<file path="src/rtl/dsp_ram.sv">
`timescale 1ns / 1ps
`default_nettype none
module dsp_ram #(
   parameter int WIDTH = 8,
   parameter int DEPTH = 64
) (
   input  wire logic                                    clock,
   input  wire logic                                    we,
   input  wire logic [(DEPTH > 1 ? $clog2(DEPTH) : 1)-1:0] waddr,
   input  wire logic [WIDTH-1:0]                        wdata,
   input  wire logic [(DEPTH > 1 ? $clog2(DEPTH) : 1)-1:0] raddr,
   output logic      [WIDTH-1:0]                        rdata
);
   logic [WIDTH-1:0] mem [DEPTH];

   always_ff @(posedge clock) begin
      if (we) begin
         mem[waddr] <= wdata;
      end
      rdata <= mem[raddr];
   end
endmodule
`default_nettype wire
</file>
<file path="config.mk">
export PLATFORM = sky130hd
export DESIGN_NAME = dsp_ram
export DESIGN_NICKNAME = d
export VERILOG_FILES = /design/src/rtl/dsp_ram.sv
export SDC_FILE = /design/constraint.sdc
export NUM_CORES = 1
export LEC_CHECK = 0
export ABC_AREA = 0
export BUFFER_PORTS_ARGS = -buffer_cell sky130_fd_sc_hd__buf_4
export CORE_MARGIN = 2
export CORE_UTILIZATION = 56
export CTS_CLUSTER_DIAMETER = 100
export DETAILED_ROUTE_END_ITERATION = 10
export PLACE_DENSITY = 0.76
export SLEW_MARGIN = 20
export SYNTH_ARGS = -nofsm -noshare
export SYNTH_HDL_FRONTEND = slang
export SYNTH_SLANG_ARGS = --single-unit
</file>
<file path="constraint.sdc">
create_clock -name clock -period 1.8 [get_ports clock]
set_input_delay 0.09 -clock clock [delete_from_list [all_inputs] [get_ports clock]]
set_output_delay 0.09 -clock clock [all_outputs]
set_load 0.02 [all_outputs]
</file>
Yosys cells after proc, flatten, opt, wreduce, memory -nomap -nowiden
Memories as Yosys holds them, arrays and structs flattened. A register that Yosys moved wholly into a read port is not among the register bits.
Cells that the tools add are included.
Cells by class
  multiplexer cells: 2
Operator list (count)
  2-to-1 mux 1 bit: 2
Word-level totals
  bits in registers: 0
  word-level logic and storage cells: 3
  RAM bits: 512
  memories kept: 1
  input bits: 22
  output and inout port bits: 8
Memory list
  mem: words 64, width 8, read ports 1, clocked after memory_dff 1, wr ports 1, RTL line 14  | logic [WIDTH-1:0] mem [DEPTH];

Depth between registers and ports, before layout
Gate-level depths: netlist of the first run.
  depth in word-level cells: 2
  depth in mapped cells: 9
  mapped depth without buffers: 5

Worst setup path after synthesis of the first run
Ideal clock, no wire load.
  path kind: input port to flip-flop
  start point: in raddr[1] (netlist bit)
  end point: reg rdata[3], read port of mem
  stages on the path: 7
  setup slack: 42 ps
  buffers on the path: 3
  data required time: 1672 ps
  arrival: 1630 ps
  setup time: 128 ps
  cell sequence: buf_4 buf_2 buf_2 mux4_2 mux4_2 o21ai_1 o41ai_1
RTL lines
  start, declared: RTL line 11  | input wire logic [(DEPTH > 1 ? $clog2(DEPTH) : 1)-1:0] raddr,
  end, declared: RTL line 12  | output logic [WIDTH-1:0] rdata

==> impl_metrics.tcl, run 1 <==
set metrics [dict create \
    switching_power_mw 5.10 \
    syn_nets 962 \
    final_common_cell "edfxtp_1" \
    p_comb_share_pct 5.6 \
    gp_congestion 0.846 \
    grt_pass1_wl_mm 66.4 \
    worstSetupEndpointType "register" \
    dr.pass1.iters 5 \
    io_pins 30 \
    netlist_area_um2 20200 \
    antenna_found_initial 1 \
    gr-usage-all-layers_pct 24.1 \
    status "complete, but fails checks" \
    layout.cells.non_filler 1605 \
    root_buffer "clkbuf_16" \
    synth_top_area_share_pct 76.2 \
    p_sw_share_pct 20.3 \
    slew_viol_final 0 \
    fp-row-count 69 \
    cp_max_fo 1 \
    maxCapViolCount 0 \
    grt_pass1_vias 10300 \
    die_h_um 194 \
    n_antenna_cell 0 \
    core-area_um2 35500 \
    max-slew-margin-rel_pct 53.1 \
    start_kind "register" \
    cts_sinks 520 \
    fin_ws_ns -0.0739 \
    drc 0 \
    yosys_most_used_dff "edfxtp_1" \
    setup_viol 2 \
    initial_utilization_pct 56.8 \
    p_int_mw 20.0 \
    setup.worst_path.start "mem[12][0]" \
    area_delta_synth_final_pct 16.7 \
    synthCells 940 \
    rsz0062_at_grt "yes" \
    cts_buffers 50 \
    irDropWorstVdd_uv 802 \
    violations "negative setup slack" \
    clockBufferDepth 3 \
    wl_per_cell_um 27.6 \
    cts_tree "done" \
    die_area_um2 37500 \
    r2r-start "mem[12][0]" \
    routed_wl_mm 44.4 \
    ys_top_cells_by_area "edfxtp_1 (76%), mux4_2 (14%), nor2_1 (1.5%)" \
    numPortBuffers 29 \
    hold_viol 0 \
    synth_top_area_cell "edfxtp_1" \
    synth_edf_count 512 \
    drive_above_1_share_pct 33.8 \
    required_ns 2.26 \
    viasPerCell 6.31 \
    min_period_ns 1.87 \
    arrival_ns 2.33 \
    ant_nets 0 \
    hold_class "primary input to register" \
    avgSynthCellArea_um2 21.5 \
    placed_cells 1514 \
    cts.clk_slew.worst_paths_ns 0.07 \
    seqPwrFrac_pct 53.5 \
    vias 10100 \
    worst_slew_pin_slew_ns 0.703 \
    async_flop_share_pct 0 \
    clk_latency_ns 0.57 \
    fin_skew_ns 0.0171 \
    mostFrequentLayoutCells "edfxtp_1 (512), buf_4 (152), mux4_2 (126)" \
    final_nets 1129 \
    whs_ns 0.0635 \
    synth_cell_types 40 \
    dp_slack_ns -0.351 \
    p_leak_nw 7.67 \
    timing.fmax_ghz 0.534 \
    overflow 0 \
    ys_ff_latch 520 \
    die_x_um 194 \
    htreeDepth 2 \
    synth_warnings 0 \
    dpl.hpwl_mm 27.1 \
    grt_max_degree 65 \
    ys_seq_area_share_pct 77.0 \
    hp-start "raddr[4]" \
    critical_path_class "register to register" \
    p_clk_share_pct 40.9 \
    p_per_area_nw_per_um2 1070 \
    period_share_pct 104 \
    first_iter_violations 1275 \
]
path summary, 6_finish.rpt:
kind              endpoint  slack (ns)  cells past startpoint
hold reg to reg   rdata[6]        0.86                      3
setup / recovery  rdata[0]       -0.07                      5
hold / removal    rdata[2]        0.06                      3
setup reg to reg  rdata[0]       -0.07                      5
sequential cells by signal, indices dropped and copies added, names as in the netlist:
register,count
mem,512
rdata,8
metal layers:
layer  global-route usage (%)  vias to the layer above  part of all wire (%)
li1                         -                     4254                     -
met1                     33.7                     5267                    40
met2                     38.0                      517                    49
met3                     5.20                       91                   8.2
met4                     9.05                        2                   3.2
met5                        0                        -                 0.029
power groups by stage:
| stage | Clock (mW) | Sequential (mW) | Combinational [mW] |
|---|---|---|---|
| global placement | 0 | 13.7 | 1.33 |
| detailed placement | 0 | 13.7 | 1.36 |
| floorplan | 0 | 13.7 | 0.714 |
| global route | 10.9 | 13.5 | 1.49 |
| CTS | 10.4 | 13.4 | 1.39 |
| finish | 10.3 | 13.5 | 1.40 |
cell families (layout without fill, tap and decap cells):
logic type	Yosys count	in the layout	synth area share, %
simple gates	153	153	3.39
mux	162	162	15.9
flops	520	520	77.0
compound gates	54	54	2.07
buf+inv	51	255	1.57
synth_stat cells (all sizes together) (3+ instances only):
cell / count
a211oi: 4
edfxtp: 512
a221oi: 6
o2111ai: 3
nand2: 19
o221ai: 8
dfxtp: 8
nor2b: 14
a22oi: 3
buf: 34
nand2b: 7
o2bb2ai: 3
a21oi: 3
clkbuf: 17
mux4: 126
o22ai: 8
mux2: 13
nand3b: 3
nor3: 7
o21ai: 4
nand3: 13
mux2i: 23
nor2: 83
worst max-delay path, stage by stage, from the launching register on:
cell       delay (ns)
edfxtp_1         0.42
mux4_2           0.52
mux4_2           0.51
nor2_2           0.12
nor3_1           0.06
o2bb2ai_1        0.13
stage by stage:
stage	power, mW	instance area [um^2]	setup TNS, ns	util (%)
global placement	15.0	21800	-1.74	61.4
global route	25.8	23500	-0.253	66.3
floorplan	14.4	20200	0	-
CTS	25.2	23500	-0.132	66.2
finish	25.2	23500	-0.107	66.3
detailed placement	15.1	21800	-1.83	61.4
what timing repair did:
item                                    in CTS  in global routing
pin swaps                                    2                  1
buffers inserted                             0                  0
cloned                                       0                  0
hold buffers                                 2                  0
gates resized for setup                     11                 11
hold endpoints to repair                     7                  0
endpoints found under the setup margin       8                  8
cell type report:
class                      count  area [um^2]
clock buffer                  64         1370
clock inverter                25          243
fill                        2172        12000
multi-input combinational    369         4410
sequential                   520        15500
tap                          461          577
timing repair buffer         166         1400
(Power assumes the default switching activity.)
==> inputs of run 2 (changes only) <==
--- a/config.mk
+++ b/config.mk
@@ -12,6 +12,7 @@
 export CTS_CLUSTER_DIAMETER = 100
 export DETAILED_ROUTE_END_ITERATION = 10
 export PLACE_DENSITY = 0.76
+export SKIP_LAST_GASP = 1
 export SLEW_MARGIN = 20
 export SYNTH_ARGS = -nofsm -noshare
 export SYNTH_HDL_FRONTEND = slang
==> run 2 against run 1 <==
  * Combinational power is essentially flat
  * Largest cell class unchanged
  * Critical endpoint unchanged
  * The flow still finishes with violations (negative setup slack)
  * Total power is essentially flat
  * Flip-flop and latch count is the same
==> impl_metrics.tcl, run 2 (same netlist as run 1, synthesis figures left out) <==
set metrics [dict create \
    top_register "mem" \
    setup.worst_path.start "mem[12][0]" \
    crit_path_end "rdata[0]" \
    core-area_um2 35500 \
    area_delta_synth_final_pct 16.6 \
    cts_sinks 520 \
    n_antenna_cell 0 \
    post-cts-setup-buffers 0 \
    grt_pass1_vias 10300 \
    drive_above_1_share_pct 33.7 \
    start_kind "register" \
    fp-row-count 69 \
    dpl.hpwl_mm 27.1 \
    die_x_um 194 \
    reg_top3 "mem: 512 flops, rdata: 8 flops" \
    violations "negative setup slack" \
    final_common_cell "edfxtp_1" \
    io_pins 30 \
    grt_pass1_wl_mm 66.4 \
    die_area_um2 37500 \
    numPortBuffers 29 \
    r2r-start "mem[12][0]" \
    fin_skew_ns 0.0149 \
    reg2reg_depth 5 \
    r2r_end "rdata[0]" \
    grt_max_degree 65 \
    dr.pass1.iters 5 \
    cts_buffers 50 \
    slew_viol_final 0 \
    cp_max_fo 1 \
    status "complete, but fails checks" \
    mostFrequentLayoutCells "edfxtp_1 (512), buf_4 (152), mux4_2 (126)" \
    arrival_ns 2.31 \
    gp_congestion 0.846 \
    routed_wl_mm 44.3 \
    p_leak_nw 7.67 \
    max_stage_delay_ns 0.52 \
    irDropWorstVdd_uv 801 \
    vias 10100 \
    critical_path_class "register to register" \
    clockBufferDepth 3 \
    drc 0 \
    timing.fmax_ghz 0.539 \
    final_nets 1129 \
    initial_utilization_pct 56.8 \
    place_area_um2 21800 \
    final_util_pct 66.3 \
    htreeDepth 2 \
    cpMostUsedCell "mux4_2" \
    maxCapViolCount 0 \
    worst_slew_pin_slew_ns 0.705 \
    p_per_area_nw_per_um2 1070 \
    fin_ws_ns -0.0540 \
    largest_reg_flops 512 \
    final_cell_area_um2 23500 \
    wl_per_cell_um 27.6 \
    nFillCells 2173 \
    root_buffer "clkbuf_16" \
    overflow 0 \
    gr-usage-all-layers_pct 24.1 \
    worstPathCellList "mux4_2, mux4_2, nor2_2, nor3_1, o2bb2ai_1" \
    hold_class "primary input to register" \
    seqCellArea_um2 15500 \
    required_ns 2.26 \
    cts_tree "done" \
    first_iter_violations 1227 \
    worstSetupEndpointType "register" \
    clk_latency_ns 0.57 \
    multi_input_area_um2 4400 \
    viasPerCell 6.29 \
    min_period_ns 1.85 \
    period_share_pct 103 \
    slowest_stage "mux4_2" \
    ant_nets 0 \
    cts.clk_slew.worst_paths_ns 0.07 \
    hold_viol 0 \
    setup_viol 3 \
    max-slew-margin-rel_pct 53.0 \
    antenna_found_initial 1 \
    rsz0062_at_grt "yes" \
    die_h_um 194 \
    r2r_slack_ns -0.05 \
]
## run 2: cell counts in the layout (fill, tap and decap cells not counted)
No cell type changed its count.
## run 2: timing repair
action | 4_1_cts | 5_1_grt
resized for setup | 11 | 10
hold endpoints to repair | 7 | 0
endpoints found under the setup margin | 8 | 8
pin swaps | 2 | 1
hold buffers | 2 | 0
## run 2: final cells by class
| class | instances | area share, % |
|---|---|---|
| clock inverter | 25 | 1.03 |
| tap | 461 | 2.45 |
| multi-input combinational | 369 | 18.7 |
| timing repair buffer | 166 | 5.93 |
| sequential | 520 | 66.0 |
| clock buffer | 64 | 5.81 |
## run 2: how the worst min path moves through the flow
stage,startpoint,to,slack (ns),cells past startpoint
6_report,raddr[4],rdata[2],0.05,3
5_1_grt,raddr[4],rdata[2],0.07,3
4_1_cts,raddr[4],rdata[2],0.02,3
3_5_place_dp,raddr[5],rdata[3],0.47,2
3_3_place_gp,raddr[5],rdata[2],0.46,3
2_1_floorplan,wdata[0],mem[0][0],0.19,0
## run 2: critical path, delay by kind of cell (launching register included)
kind	cells	cell delay, ns
AOI/OAI and AO/OA	1	0.12
DFF	1	0.41
muxes	2	1.03
and+or+nand+nor	2	0.18
## run 2: routing by layer
| layer | routed length, um | GRT usage [%] |
|---|---|---|
| met5 | 13 | 0 |
| met4 | 1410 | 9.05 |
| met3 | 3720 | 5.20 |
| met2 | 21800 | 38.0 |
| met1 | 17400 | 33.7 |
## run 2: metrics by stage
step	hold WS, ns	setup slack [ns]	power [mW]	TNS [ns]	cells
after floorplan	0.189	0.0423	14.4	0	940
after detailed placement	0.470	-0.351	15.1	-1.83	1514
after global routing	0.0689	-0.0787	25.8	-0.282	1605
after CTS	0.0237	-0.0586	25.2	-0.132	1605
final	0.0479	-0.0540	25.2	-0.107	1605
after global placement	0.463	-0.322	15.0	-1.74	1514
## run 2: report_power, final
group	leakage, nW	switching [mW]	internal (mW)
Clock	0.795	4.24	6.06
Combinational	2.20	0.813	0.589
Sequential	4.67	0.0479	13.4
